<file path="src/sv/twi_stc_pkg.sv">
// ----------------------------------------------------------------------------
// twi_stc_pkg
// Types and codes shared by the two-wire slave transaction controller.
// ----------------------------------------------------------------------------
package twi_stc_pkg;

    localparam int unsigned CountWidth = 8;
    localparam int unsigned InDataWidth = 16;
    localparam int unsigned OutDataWidth = 32;

    typedef logic [CountWidth-1:0] count_t;

    typedef enum logic [1:0] {
        CMD_NONE          = 2'd0,
        CMD_RESPOND       = 2'd1,
        CMD_COMPLETE      = 2'd2,
        CMD_NACK_COMPLETE = 2'd3
    } cmd_t;

    typedef enum logic [2:0] {
        RES_UNKNOWN   = 3'd0,
        RES_OK        = 3'd1,
        RES_BUS_ERROR = 3'd2,
        RES_COLLISION = 3'd3,
        RES_OVERFLOW  = 3'd4,
        RES_FAIL      = 3'd5
    } result_t;

    typedef enum logic [1:0] {
        MODE_IDLE     = 2'd0,
        MODE_TRANSMIT = 2'd1,
        MODE_RECEIVE  = 2'd2
    } mode_t;

    // one slave status event
    typedef struct packed {
        logic   bus_error;
        logic   addr_or_stop;
        logic   addr_match;
        logic   data_event;
        logic   collision;
        logic   master_reads;
        logic   master_nacked;
        logic   clock_held;
        count_t tx_length;
    } event_t;

    // one result
    typedef struct packed {
        cmd_t    bus_command;
        logic    clear_addr_flag;
        count_t  buffer_index;
        logic    rx_store;
        logic    tx_load;
        logic    notify_receive;
        count_t  notify_count;
        logic    busy_res;
        result_t result_code;
        mode_t   mode;
    } result_item_t;

endpackage

</file>
<file path="src/sv/twi_stc_in_reg.sv">
// ----------------------------------------------------------------------------
// twi_stc_in_reg
// Input register holding one accepted status event until it is processed.
// ----------------------------------------------------------------------------
module twi_stc_in_reg
    import twi_stc_pkg::*;
(
    input  logic   aclk,
    input  logic   aresetn,
    input  logic   in_valid,
    input  event_t in_event,
    output logic   in_ready,
    input  logic   advance,
    output logic   evt_valid,
    output event_t evt
);

    logic   valid_reg;
    logic   valid_next;
    event_t evt_reg;

    assign in_ready = !valid_reg || advance;

    always_comb begin
        valid_next = valid_reg;
        if (in_ready) begin
            valid_next = in_valid;
        end
    end

    always_ff @(posedge aclk) begin
        if (!aresetn) begin
            valid_reg <= 1'b0;
        end else begin
            valid_reg <= valid_next;
        end
    end

    always_ff @(posedge aclk) begin
        if (in_ready && in_valid) begin
            evt_reg <= in_event;
        end
    end

    assign evt_valid = valid_reg;
    assign evt = evt_reg;

endmodule

</file>
<file path="src/sv/twi_stc_event_logic.sv">
// ----------------------------------------------------------------------------
// twi_stc_event_logic
// Transaction state and the per-event decision logic.
// ----------------------------------------------------------------------------
module twi_stc_event_logic
    import twi_stc_pkg::*;
(
    input  logic         aclk,
    input  logic         aresetn,
    input  logic         cfg_we,
    input  count_t       cfg_wdata,
    input  logic         advance,
    input  event_t       evt,
    output result_item_t res
);

    count_t  rx_capacity_reg;
    count_t  received_count_reg, received_count_next;
    count_t  sent_count_reg, sent_count_next;
    count_t  send_limit_reg, send_limit_next;
    logic    receive_pending_reg, receive_pending_next;
    logic    busy_reg, busy_next;
    result_t result_reg, result_next;
    mode_t   mode_reg, mode_next;

    always_comb begin
        received_count_next  = received_count_reg;
        sent_count_next      = sent_count_reg;
        send_limit_next      = send_limit_reg;
        receive_pending_next = receive_pending_reg;
        busy_next            = busy_reg;
        result_next          = result_reg;
        mode_next            = mode_reg;

        res.bus_command     = CMD_NONE;
        res.clear_addr_flag = 1'b0;
        res.buffer_index    = '0;
        res.rx_store        = 1'b0;
        res.tx_load         = 1'b0;
        res.notify_receive  = 1'b0;
        res.notify_count    = '0;

        if (evt.bus_error) begin
            received_count_next = '0;
            sent_count_next     = '0;
            send_limit_next     = '0;
            busy_next           = 1'b0;
            result_next         = RES_BUS_ERROR;
            mode_next           = MODE_IDLE;
        end else if (evt.addr_or_stop) begin
            if (receive_pending_reg) begin
                res.notify_receive   = 1'b1;
                res.notify_count     = received_count_reg;
                receive_pending_next = 1'b0;
            end
            res.clear_addr_flag = !evt.addr_match;
            // stop with clock held still serves the missed address match
            if (evt.addr_match || evt.clock_held) begin
                busy_next       = 1'b1;
                result_next     = RES_UNKNOWN;
                res.bus_command = CMD_RESPOND;
                if (evt.master_reads) begin
                    sent_count_next = '0;
                    send_limit_next = evt.tx_length;
                    mode_next       = MODE_TRANSMIT;
                end else begin
                    received_count_next  = '0;
                    receive_pending_next = 1'b1;
                    mode_next            = MODE_RECEIVE;
                end
            end else begin
                busy_next   = 1'b0;
                result_next = RES_OK;
                mode_next   = MODE_IDLE;
            end
        end else if (evt.data_event) begin
            if (evt.collision) begin
                received_count_next = '0;
                sent_count_next     = '0;
                send_limit_next     = '0;
                busy_next           = 1'b0;
                result_next         = RES_COLLISION;
                mode_next           = MODE_IDLE;
            end else if (evt.master_reads) begin
                // nack before any byte counts as an ack
                if (sent_count_reg != '0 && evt.master_nacked) begin
                    res.bus_command = CMD_COMPLETE;
                    busy_next       = 1'b0;
                    result_next     = RES_OK;
                    mode_next       = MODE_IDLE;
                end else if (sent_count_reg < send_limit_reg) begin
                    res.buffer_index = sent_count_reg;
                    res.tx_load      = 1'b1;
                    sent_count_next  = sent_count_reg + 1'b1;
                    res.bus_command  = CMD_RESPOND;
                end else begin
                    res.bus_command = CMD_COMPLETE;
                    busy_next       = 1'b0;
                    result_next     = RES_OVERFLOW;
                    mode_next       = MODE_IDLE;
                end
            end else begin
                if (received_count_reg < rx_capacity_reg) begin
                    res.buffer_index    = received_count_reg;
                    res.rx_store        = 1'b1;
                    received_count_next = received_count_reg + 1'b1;
                    res.bus_command     = CMD_RESPOND;
                end else begin
                    res.bus_command = CMD_NACK_COMPLETE;
                    busy_next       = 1'b0;
                    result_next     = RES_OVERFLOW;
                    mode_next       = MODE_IDLE;
                end
            end
        end else begin
            busy_next   = 1'b0;
            result_next = RES_FAIL;
            mode_next   = MODE_IDLE;
        end

        res.busy_res    = busy_next;
        res.result_code = result_next;
        res.mode        = mode_next;
    end

    always_ff @(posedge aclk) begin
        if (!aresetn) begin
            rx_capacity_reg     <= '0;
            received_count_reg  <= '0;
            sent_count_reg      <= '0;
            send_limit_reg      <= '0;
            receive_pending_reg <= 1'b0;
            busy_reg            <= 1'b0;
            result_reg          <= RES_UNKNOWN;
            mode_reg            <= MODE_IDLE;
        end else begin
            if (cfg_we) begin
                rx_capacity_reg <= cfg_wdata;
            end
            if (advance) begin
                received_count_reg  <= received_count_next;
                sent_count_reg      <= sent_count_next;
                send_limit_reg      <= send_limit_next;
                receive_pending_reg <= receive_pending_next;
                busy_reg            <= busy_next;
                result_reg          <= result_next;
                mode_reg            <= mode_next;
            end
        end
    end

endmodule

</file>
<file path="src/sv/twi_stc_out_reg.sv">
// ----------------------------------------------------------------------------
// twi_stc_out_reg
// Result register towards the master-side stream.
// ----------------------------------------------------------------------------
module twi_stc_out_reg
    import twi_stc_pkg::*;
(
    input  logic         aclk,
    input  logic         aresetn,
    input  logic         evt_valid,
    input  result_item_t res_in,
    output logic         advance,
    output logic         out_valid,
    input  logic         out_ready,
    output result_item_t res_out
);

    logic         valid_reg;
    logic         valid_next;
    logic         load;
    result_item_t res_reg;

    assign load    = !valid_reg || out_ready;
    assign advance = evt_valid && load;

    always_comb begin
        valid_next = valid_reg;
        if (load) begin
            valid_next = evt_valid;
        end
    end

    always_ff @(posedge aclk) begin
        if (!aresetn) begin
            valid_reg <= 1'b0;
        end else begin
            valid_reg <= valid_next;
        end
    end

    always_ff @(posedge aclk) begin
        if (advance) begin
            res_reg <= res_in;
        end
    end

    assign out_valid = valid_reg;
    assign res_out   = res_reg;

endmodule

</file>
<file path="src/sv/twi_slave_transaction_controller.sv">
// ----------------------------------------------------------------------------
// twi_slave_transaction_controller
// Path: an event transaction that is taken is held in the input register,
// then its result in the result register. Throughput: one event per cycle,
// limited only by the result register draining on m_tready.
// Reset: synchronous on aresetn low; counters, status, mode and rx_capacity
// clear to zero (ready, result unknown, slave idle); both stages empty.
// ----------------------------------------------------------------------------
module twi_slave_transaction_controller
    import twi_stc_pkg::*;
(
    input  logic                    aclk,
    input  logic                    aresetn,
    // bus_error, addr_or_stop, addr_match, data_event, collision,
    // master_reads, master_nacked, clock_held, tx_length[15:8]
    input  logic [InDataWidth-1:0]  s_tdata,
    input  logic                    s_tvalid,
    output logic                    s_tready,
    // bus_command[1:0], clear_addr_flag, buffer_index[10:3], rx_store,
    // tx_load, notify_receive, notify_count[21:14], busy_res,
    // result_code[25:23], mode[27:26], zero fill
    output logic [OutDataWidth-1:0] m_tdata,
    output logic                    m_tvalid,
    input  logic                    m_tready,
    input  logic                    cfg_we,
    input  logic [CountWidth-1:0]   cfg_wdata
);

    event_t       s_event;
    event_t       evt;
    logic         evt_valid;
    logic         advance;
    result_item_t res_comb;
    result_item_t res_q;

    always_comb begin
        s_event.bus_error     = s_tdata[0];
        s_event.addr_or_stop  = s_tdata[1];
        s_event.addr_match    = s_tdata[2];
        s_event.data_event    = s_tdata[3];
        s_event.collision     = s_tdata[4];
        s_event.master_reads  = s_tdata[5];
        s_event.master_nacked = s_tdata[6];
        s_event.clock_held    = s_tdata[7];
        s_event.tx_length     = s_tdata[15:8];
    end

    twi_stc_in_reg u_in_reg (
        .aclk      (aclk),
        .aresetn   (aresetn),
        .in_valid  (s_tvalid),
        .in_event  (s_event),
        .in_ready  (s_tready),
        .advance   (advance),
        .evt_valid (evt_valid),
        .evt       (evt)
    );

    twi_stc_event_logic u_event_logic (
        .aclk      (aclk),
        .aresetn   (aresetn),
        .cfg_we    (cfg_we),
        .cfg_wdata (cfg_wdata),
        .advance   (advance),
        .evt       (evt),
        .res       (res_comb)
    );

    twi_stc_out_reg u_out_reg (
        .aclk      (aclk),
        .aresetn   (aresetn),
        .evt_valid (evt_valid),
        .res_in    (res_comb),
        .advance   (advance),
        .out_valid (m_tvalid),
        .out_ready (m_tready),
        .res_out   (res_q)
    );

    assign m_tdata = {4'b0000,
                      res_q.mode,
                      res_q.result_code,
                      res_q.busy_res,
                      res_q.notify_count,
                      res_q.notify_receive,
                      res_q.tx_load,
                      res_q.rx_store,
                      res_q.buffer_index,
                      res_q.clear_addr_flag,
                      res_q.bus_command};

endmodule
</file>
<file path="config.mk">
export PLATFORM = sky130hd
export DESIGN_NAME = twi_slave_transaction_controller
export DESIGN_NICKNAME = d
export VERILOG_FILES = /design/src/sv/twi_stc_pkg.sv /design/src/sv/twi_stc_in_reg.sv /design/src/sv/twi_stc_event_logic.sv /design/src/sv/twi_stc_out_reg.sv /design/src/sv/twi_slave_transaction_controller.sv
export SDC_FILE = /design/constraint.sdc
export NUM_CORES = 1
export LEC_CHECK = 0
export ABC_AREA = 1
export BUFFER_PORTS_ARGS = -buffer_cell sky130_fd_sc_hd__clkbuf_2
export CORE_UTILIZATION = 61
export CTS_CLUSTER_DIAMETER = 150
export DETAILED_ROUTE_END_ITERATION = 12
export MAX_ROUTING_LAYER = met4
export PLACE_DENSITY = 0.84
export REMOVE_ABC_BUFFERS = 1
export SKIP_LAST_GASP = 1
export SLEW_MARGIN = 40
export SYNTH_ARGS = -nofsm -noshare
export SYNTH_HDL_FRONTEND = slang
export SYNTH_SLANG_ARGS = --single-unit
</file>
<file path="constraint.sdc">
create_clock -name aclk -period 2.69 [get_ports aclk]
set_input_delay 0.269 -clock aclk [delete_from_list [all_inputs] [get_ports aclk]]
set_output_delay 0.269 -clock aclk [all_outputs]
set_load 0.005 [all_outputs]
</file>
# Word-level counts from Yosys, hierarchy flattened

Cells that the tools add are included.

Flip-flop bits (word level): 85
Input bits: 29
Output and inout bits: 34
Word-level logic and storage cells: 134

$add $sub $neg: 2
$lt $le $gt $ge: 2
Equality and inequality tests: 5
Muxes and demuxes: 67
Bitwise logic cells: 5
Reductions and logical operators: 24

Operators by type and width:

| kind                  | number |
|---|---|
| $mux W8               | 26 |
| $mux W2               | 17 |
| $mux W3               | 8 |
| $mux W9               | 2 |
| $add A8 B1 Y8 const B | 2 |
| $lt A8 B8 Y1          | 2 |
| $mux W1               | 14 |
| $reduce_bool A3 Y1    | 3 |
| $reduce_bool A4 Y1    | 2 |
| $reduce_bool A8 Y1    | 1 |
| $reduce_and A7 Y1     | 1 |
| $ne A3 B1 Y1 const B  | 2 |
| $ne A3 B2 Y1 const B  | 2 |
| $reduce_and A6 Y1     | 1 |
| $reduce_or A6 Y1      | 1 |
| $not A1 Y1            | 5 |
| $reduce_and A5 Y1     | 1 |
| $reduce_or A5 Y1      | 1 |
| $ne A4 B4 Y1 const B  | 1 |
| $reduce_or A4 Y1      | 1 |
| $logic_and A1 B1 Y1   | 3 |
| $logic_not A1 Y1      | 3 |
| $logic_or A1 B1 Y1    | 3 |
| $reduce_and A3 Y1     | 1 |
| other kinds (2)       | 2 |

# Longest topological paths before layout

Gate-level depths: netlist (run 1).

Depth in word-level cells: 8
Mapped depth: 15
Mapped depth without buffers: 15

# By module

Synthesis (run 1) repeated with hierarchy kept, for this count alone.

Cell total of the unflattened synthesis: 453
Area total of the unflattened synthesis: 4,092.7 µm²

Modules (own cells, without submodules):

| module                           | times used | cells each | area an instance (µm²) |
|---|---|---|---|
| twi_stc_event_logic              | 1          | 390        | 2,635.0 |
| twi_stc_out_reg                  | 1          | 35         | 892.1 |
| twi_stc_in_reg                   | 1          | 23         | 531.8 |
| twi_slave_transaction_controller | 1          | 5          | 33.8 |

# Least setup slack after synthesis (run 1)

Ideal clock, no wire load.

Kind: register to register
Start: register u_event_logic.sent_count_reg[5]
End: register u_out_reg.res_reg, in the netlist u_out_reg.res_out[27] (data pin)
Arrival: 1,352 ps
Slack: 1,083 ps
Stages on the path, launching flop included: 9
Path buffers: 0
Period minus slack after synthesis: 1,607 ps
Cells stage by stage: dfxtp_1 > ha_1 > a21oi_1 > o21a_1 > nand3_2 > nand2_2 > nand2_4 > inv_2 > nor2_1

Longest elaborated chain between the ends: 7

RTL lines:

| element                                                   | RTL line                                             | source |
|---|---|---|
| start, declared                                           | twi_stc_event_logic.sv:19                            | `count_t sent_count_reg, sent_count_next;` |
| start signal, assigned                                    | twi_stc_event_logic.sv:142                           | `sent_count_reg <= sent_count_next;` |
| $lt A8 B8 Y1 / $reduce_bool A8 Y1 (equally long branches) | twi_stc_event_logic.sv:91, twi_stc_event_logic.sv:86 |  |
| $mux W2 / $logic_and A1 B1 Y1 (equally long branches)     | twi_stc_event_logic.sv:91, twi_stc_event_logic.sv:86 |  |
| $mux W2 (*)                                               | twi_stc_event_logic.sv:86                            | `if (sent_count_reg != '0 && evt.master_nacked) begin` |
| $mux W2 (*)                                               | twi_stc_event_logic.sv:84                            | `end else if (evt.master_reads) begin` |
| $mux W2 (*)                                               | twi_stc_event_logic.sv:77                            | `if (evt.collision) begin` |
| $mux W2 (*)                                               | twi_stc_event_logic.sv:76                            | `end else if (evt.data_event) begin` |
| $mux W2 (*)                                               | twi_stc_event_logic.sv:50                            | `end else if (evt.addr_or_stop) begin` |
| end signal, assigned                                      | twi_stc_out_reg.sv:43                                | `res_reg <= res_in;` |
| end, declared                                             | twi_stc_out_reg.sv:21                                | `result_item_t res_reg;` |

Mark *: on every way between the ends. The rest lies on a longest branch, timed or not.
A chain may end at the register's enable or synchronous reset.

# Worst setup path after layout (run 1)

Start: register u_in_reg.evt_reg, in the netlist u_in_reg.evt[14]
End: register u_event_logic.received_count_reg[3]

Longest elaborated chain between the ends: 2

RTL lines:

| element                                                       | RTL line                   | source |
|---|---|---|
| start, declared                                               | twi_stc_in_reg.sv:20       | `event_t evt_reg;` |
| start signal, assigned                                        | twi_stc_in_reg.sv:41       | `evt_reg <= in_event;` |
| $ne A3 B2 Y1 (no line) (tied with other cells)                | n/a                        |  |
| $reduce_and A6 Y1 (no line) / $mux W8 (equally long branches) | n/a                        |  |
| end signal, assigned                                          | twi_stc_event_logic.sv:141 | `received_count_reg <= received_count_next;` |
| end, declared                                                 | twi_stc_event_logic.sv:18  | `count_t received_count_reg, received_count_next;` |

Several ways; a longest one is shown, not always the timed one.

==> flow_summary.yaml, run 1 <==
status:
  outcome: "completed"
logic_synthesis:
  netlist_area_um2: 4200
  syn_area_per_cell_um2: 8.98
  synth-seq-cells: 85
  ys_seq_area_share_pct: 51.0
  yosysUniqueCellTypes: 36
  ys.warnings.count: 0
  synth_cells: 468
place:
  hpwl_um: 6500
  place_congestion: 0.932
  portBuffers: 58
floorplan:
  initial_core_util_pct: 64.7
  fp.dieW_um: 85.0
  core_um2: 6490
  io_pins: 63
  die_area_um2: 7220
  row_count: 29
  die_height_um: 85.0
flow_run:
  cap_violations: 0
timing:
  fin_crit_ns: 2.07
  worst_pin_slew_ns: 0.556
  slew_viol_final: 0
  relSlewSlack_pct: 62.9
  period_share_pct: 77.1
  hold_violations: 0
  totalNegativeSetupSlack_ns: 0
  rsz0062_at_grt: "no"
  setup_viol: 0
  max_freq_mhz: 482
  fin_skew_ns: 0.0108
setup_path:
  worstSetupStartpointType: "flop"
  crit_slowest_cell: "edfxtp_1"
  crit_path_frequent_cell: "inv_1"
  critical_path_arrival_ns: 2.34
  max_stage_delay_ns: 0.67
  path_cells: "inv_1, nor2_2, buf_4, inv_1, a21oi_2, nor2_4, nand2_2, nand2_4, inv_2, nand2_1, a21oi_1"
  worstSetupEndpointType: "flop"
  critical_path_class: "reg2reg"
  worst-path-max-fanout: 11
  required_ns: 2.96
clock_tree:
  tritoncts: "done"
  clock-sinks: 85
  htreeDepth: 3
  cts_resized: 0
  clkLatencyLatePin_ns: 0.35
  cts_made_buffers: 9
  cts.reportedPaths.clkPinSlew_ns: 0.08
  cts_hold_buf: 0
  cts_buffer_depth: 2
  post-cts-setup-buffers: 0
  root_buffer: "clkbuf_8"
layout:
  antennaDiodeCount: 0
  largest_reg_flops: 28
  syn2layout_area_growth_pct: 12.6
  post-route-util_pct: 72.8
  fin_nets: 574
  drive_gt1_share_pct: 22.9
global_routing:
  grt_max_degree: 26
  grt_first_pass_wirelength_um: 14700
  antenna_found_initial: 0
  grt_pass1_vias: 3108
  track_usage_pct: 27.0
  grt_overflow: 0
drt:
  vias: 3367
  wl_um: 8760
  antenna_left: 0
  dr.pass1.iters: 5
  drc_errors: 0
  wire_per_inst_um: 14.4
  drt_iter0_markers: 369
  viasPerCell: 5.52
pwr:
  swShare_pct: 25.8
  p_leak_nw: 1.98
  p_switching_uw: 700
  p_clk_share_pct: 34.3
  power.density_nw_per_um2: 574
  ir_drop_mv: 0.424
  power_frac_comb_pct: 11.7
  p_seq_share_pct: 54.0
  p_int_mw: 2.01
hold_path:
  hold_path.class: "in2reg"
-- power groups by stage --
stage                     Sequential [mW]  Combinational (mW)  Clock (mW)
after CTS                            1.46               0.318       0.939
after detailed placement             1.49               0.315           0
after global placement               1.49               0.305           0
after floorplan                      1.49               0.215           0
final                                1.47               0.319       0.930
after global routing                 1.47               0.361       0.992
-- final timing paths --
path	startpoint	endpoint	slack [ns]	cells past startpoint
worst max register to register	u_in_reg.evt[14]	u_event_logic.received_count_reg[3]	0.62	11
worst max-delay path	u_in_reg.evt[14]	u_event_logic.received_count_reg[3]	0.62	11
worst min register to register	u_event_logic.send_limit_reg[0]	u_event_logic.send_limit_reg[0]	0.48	2
worst min-delay path	s_tdata[14]	u_in_reg.evt[6]	0.09	1
-- layer usage --
layer,track usage [%],vias up,part of all wire (%)
met2,41.2,146,46
met1,37.2,1530,46
li1,-,1677,-
met4,9.86,0,1.8
met3,3.31,14,6.8
met5,-,-,0
-- cells in the mapped netlist (all sizes together) --
library cell | count | share of area [%]
xnor2 | 1 | 0.21
clkbuf | 5 | 0.45
conb | 1 | 0.089
dfxtp | 41 | 20
edfxtp | 44 | 31
a21boi | 1 | 0.18
a211oi | 7 | 2.1
nand3b | 3 | 0.54
nor2 | 57 | 6.1
nor4 | 8 | 1.2
ha | 17 | 5.1
xor2 | 2 | 0.42
inv | 69 | 6.3
buf | 11 | 2.1
nor3 | 11 | 1.3
and3 | 1 | 0.15
nand4 | 3 | 0.45
nand2 | 81 | 8.4
a21oi | 48 | 6.2
nand3 | 30 | 4.1
o21ai | 25 | 3.2
o21a | 2 | 0.36
-- layout make-up --
type | instances | area, µm²
clock buffer | 11 | 151
fill | 508 | 1760
clock inverter | 5 | 58.8
inverter | 69 | 267
timing repair buffer | 62 | 320
sequential | 85 | 2140
tap | 77 | 96.3
multi-input combinational | 301 | 1700
-- cell families (layout without fill, tap and decap cells) --
kind of cell             count (synthesis)  count (layout)  synth area share, %
adder cells (fa/ha/maj)                 17              17                 5.06
AO/OA/AOI/OAI                           83              83                 12.0
XOR/XNOR                                 3               3                0.625
flip-flops                              85              85                 51.0
AND/OR/NAND/NOR                        194             194                 22.3
buffers and inverters                   85             147                 8.93
other                                    1               4               0.0893
-- critical path, delay by kind of cell (launching register included) --
family,cells,cell delay (ns)
buffers and inverters,4,0.59
AND/OR/NAND/NOR,5,0.41
flip-flops,1,0.67
AO/OA/AOI/OAI,2,0.33
-- per-stage QoR --
| step | power [mW] | hold WS [ns] | setup slack, ns | area [µm²] | std cells |
|---|---|---|---|---|---|
| 5_1_grt | 2.83 | 0.0811 | 0.437 | 4730 | 610 |
| 4_1_cts | 2.72 | 0.0840 | 0.592 | 4730 | 610 |
| 2_1_floorplan | 1.70 | 0.368 | 0.607 | 4100 | 455 |
| 3_3_place_gp | 1.80 | 0.446 | 0.732 | 4520 | 594 |
| 6_report | 2.71 | 0.0940 | 0.615 | 4730 | 610 |
| 3_5_place_dp | 1.81 | 0.448 | 0.625 | 4520 | 594 |
-- cell usage in the layout (no fill, tap or decap), types with 2 or more instances in the layout --
master / n
clkinvlp_4: 2
inv_1: 56
nor3_1: 11
a21oi_2: 2
nor2_2: 2
a211oi_2: 7
o21a_1: 2
nand2_1: 71
inv_2: 10
nand3_1: 27
edfxtp_1: 44
nor2_1: 50
clkbuf_8: 11
nor4_1: 8
o21ai_1: 8
nand3_2: 2
ha_1: 17
xor2_1: 2
nand2_4: 5
clkbuf_2: 58
o21ai_0: 16
buf_4: 4
nand3b_1: 3
a21oi_1: 45
dfxtp_1: 41
nand2_2: 5
nand4_1: 3
nor2_4: 5
inv_4: 3
conb_1: 4
No activity file was read; power rests on OpenSTA's default activity.
==> inputs of run 2 (changes only) <==
ABC_AREA = 0   (was 1)
CORE_UTILIZATION = 51   (was 61)
PLACE_DENSITY = 0.75   (was 0.84)
clock period = 1.72 ns   (was 2.69 ns; I/O delays follow)
==> run 2 against run 1 <==
Compared with the run above: the run now ends with design-rule violations, negative setup slack left; synthesized cell count shrank 16%; register-to-register slack lost 1.3 ns; power grew 70%; sequential share of layout area shrank 9.9 points; non-clock buffer count grew 101; via count grew 15%; count of clock-buffer cells in the layout shrank 1; setup slack lost 1.3 ns; hold slack lost 0.047 ns; sequential power grew 54%; critical path type unchanged.
==> flow_summary.yaml, run 2 <==
setup_path:
  critical_path_class: "reg2reg"
  worst-path-max-fanout: 7
  worstSetupEndpointType: "flop"
  required_ns: 2.01
  critical_path_arrival_ns: 2.67
  worstSetupStartpointType: "flop"
floorplan:
  initial_core_util_pct: 53.3
  fp.dieW_um: 92.1
  io_pins: 63
  row_count: 32
  core_um2: 7770
  die_area_um2: 8480
  die_height_um: 92.1
timing:
  fin_skew_ns: 0.00856
  max_freq_mhz: 419
  rsz0062_at_grt: "yes"
  slew_viol_final: 0
  hold_violations: 0
  setup_viol: 48
  period_share_pct: 139
  fin_crit_ns: 2.39
  timing.final.ws_setup_ns: -0.666
drt:
  viasPerCell: 5.91
  dr.pass1.iters: 9
  wire_per_inst_um: 19.4
  drt_iter0_markers: 334
  wl_um: 12700
  vias: 3873
  drc_errors: 1
  antenna_left: 0
flow_run:
  cap_violations: 0
place:
  place_congestion: 0.870
  portBuffers: 58
  hpwl_um: 6630
  dpl-instance-area_um2: 4940
global_routing:
  grt_overflow: 0
  grt_max_degree: 36
  antenna_found_initial: 0
  grt_first_pass_wirelength_um: 16900
  grt_pass1_vias: 3537
  track_usage_pct: 26.8
pwr:
  power.density_nw_per_um2: 759
  ir_drop_mv: 0.913
  power_mw: 4.63
  p_leak_nw: 2.45
logic_synthesis:
  yosysUniqueCellTypes: 62
  yosys_most_used_dff: "edfxtp_1"
  synth_edf_count: 44
  synth.area.top_cells: "edfxtp_1, dfxtp_1, ha_1, mux2i_1, and3_1"
  synth.area.mux_share_pct: 4.14
  ys.warnings.count: 0
  synth_top_area_share_pct: 31.9
  synth-seq-cells: 85
  synth_top_area_cell: "edfxtp_1"
  netlist_area_um2: 4140
  synth_fa_ha_area_share_pct: 5.14
  async_reset_ff_share_pct: 0
  synth-simple-area-share_pct: 19.7
  ys_seq_area_share_pct: 51.8
  synth_top_family_by_area: "simple AND/OR/NAND/NOR gates"
  synth-xor-area-share_pct: 0.635
  yosysMostFrequentCell: "edfxtp_1"
  synth_compound_area_share_pct: 13.2
  synth_cells: 392
  syn_area_per_cell_um2: 10.6
  yosys-top-cells-count: "edfxtp_1, dfxtp_1, inv_1, nand2_1, nand3_1"
layout:
  largest_reg_flops: 28
  antennaDiodeCount: 0
  fin_nets: 594
  syn2layout_area_growth_pct: 47.3
  drive_gt1_share_pct: 48.5
  layout_common_cells: "buf_4, clkbuf_2, edfxtp_1"
  nFillCells: 429
  design_area_um2: 6090
  layout_commonest_cell: "buf_4"
clock_tree:
  cts.reportedPaths.clkPinSlew_ns: 0.08
  cts_buffer_depth: 2
  htreeDepth: 3
  cts_made_buffers: 9
  clkLatencyLatePin_ns: 0.37
  root_buffer: "clkbuf_8"
  clock-sinks: 85
  tritoncts: "done"
status:
  outcome: "complete, but fails checks"
  violations: "design-rule violations, negative setup slack"
hold_path:
  hold_path.class: "in2reg"
run 2: kinds of logic (layout without fill, tap and decap cells):
family / Yosys count / count (layout)
AOI/OAI and AO/OA: 75 / 76
xor gates and xnor gates: 3 / 3
adders and majority gates: 17 / 17
buffers and inverters: 49 / 206
DFF: 85 / 85
muxes: 17 / 17
other: 1 / 4
and+or+nand+nor: 145 / 145
run 2: layout make-up:
type / count / area [µm²] / area share, %
sequential: 85 / 2160 / 35.4
inverter: 27 / 105 / 1.72
multi-input combinational: 262 / 2300 / 37.7
clock buffer: 10 / 128 / 2.09
tap: 102 / 128 / 2.09
timing repair buffer: 163 / 1190 / 19.5
clock inverter: 6 / 87.6 / 1.44
run 2: critical path, cell delays in order (launching register included):
cell      delay, ns
dfxtp_2        0.33
inv_2          0.09
ha_4           0.13
or4b_4         0.46
o41ai_4        0.36
nand2_4        0.16
nor2_4         0.26
a21oi_4        0.17
buf_6          0.16
o211ai_1       0.17
run 2: timing repair:
action / CTS / global route
hold endpoints to repair: 16 / 0
pin swaps: 36 / 61
setup buffers: 7 / 20
gates cloned: 2 / 0
gates resized for setup: 59 / 86
setup endpoints to repair: 48 / 65
hold buffers: 16 / 0
run 2: path summary, 6_finish.rpt:
check	startpoint	end	slack, ns	cells after the start
max	u_event_logic.sent_count_reg[0]	u_event_logic.mode_reg[0]	-0.67	9
min reg2reg	u_event_logic.send_limit_reg[7]	u_event_logic.send_limit_reg[7]	0.47	2
min	s_tvalid	u_in_reg.evt_valid	0.05	3
max reg2reg	u_event_logic.sent_count_reg[0]	u_event_logic.mode_reg[0]	-0.67	9
run 2: where the power goes:
part / switching [mW] / leakage, nW / internal, mW
Sequential: 0.0458 / 0.759 / 2.21
Combinational: 0.427 / 1.59 / 0.372
Clock: 0.753 / 0.0985 / 0.815
Total: 1.23 / 2.45 / 3.40
run 2: layer usage:
metal / share of wire (%) / up-vias / global-route usage [%]
met5: 0 / - / -
met4: 3.9 / 0 / 10.8
met3: 7.0 / 57 / 5.89
met2: 49 / 252 / 43.1
met1: 40 / 1834 / 32.7
li1: - / 1730 / -
run 2: through the flow:
step / TNS, ns / instances / hold WS, ns / util (%) / setup slack, ns
after global routing: -25.22 / 655 / 0.0812 / 78.4 / -0.677
final: -22.97 / 655 / 0.0474 / 78.4 / -0.666
after floorplan: -24.59 / 373 / 0.271 / - / -0.836
after CTS: -20.86 / 638 / 0.0423 / 72.7 / -0.534
after detailed placement: -22.03 / 597 / 0.351 / 63.6 / -0.591
after global placement: -19.77 / 597 / 0.349 / 63.6 / -0.515
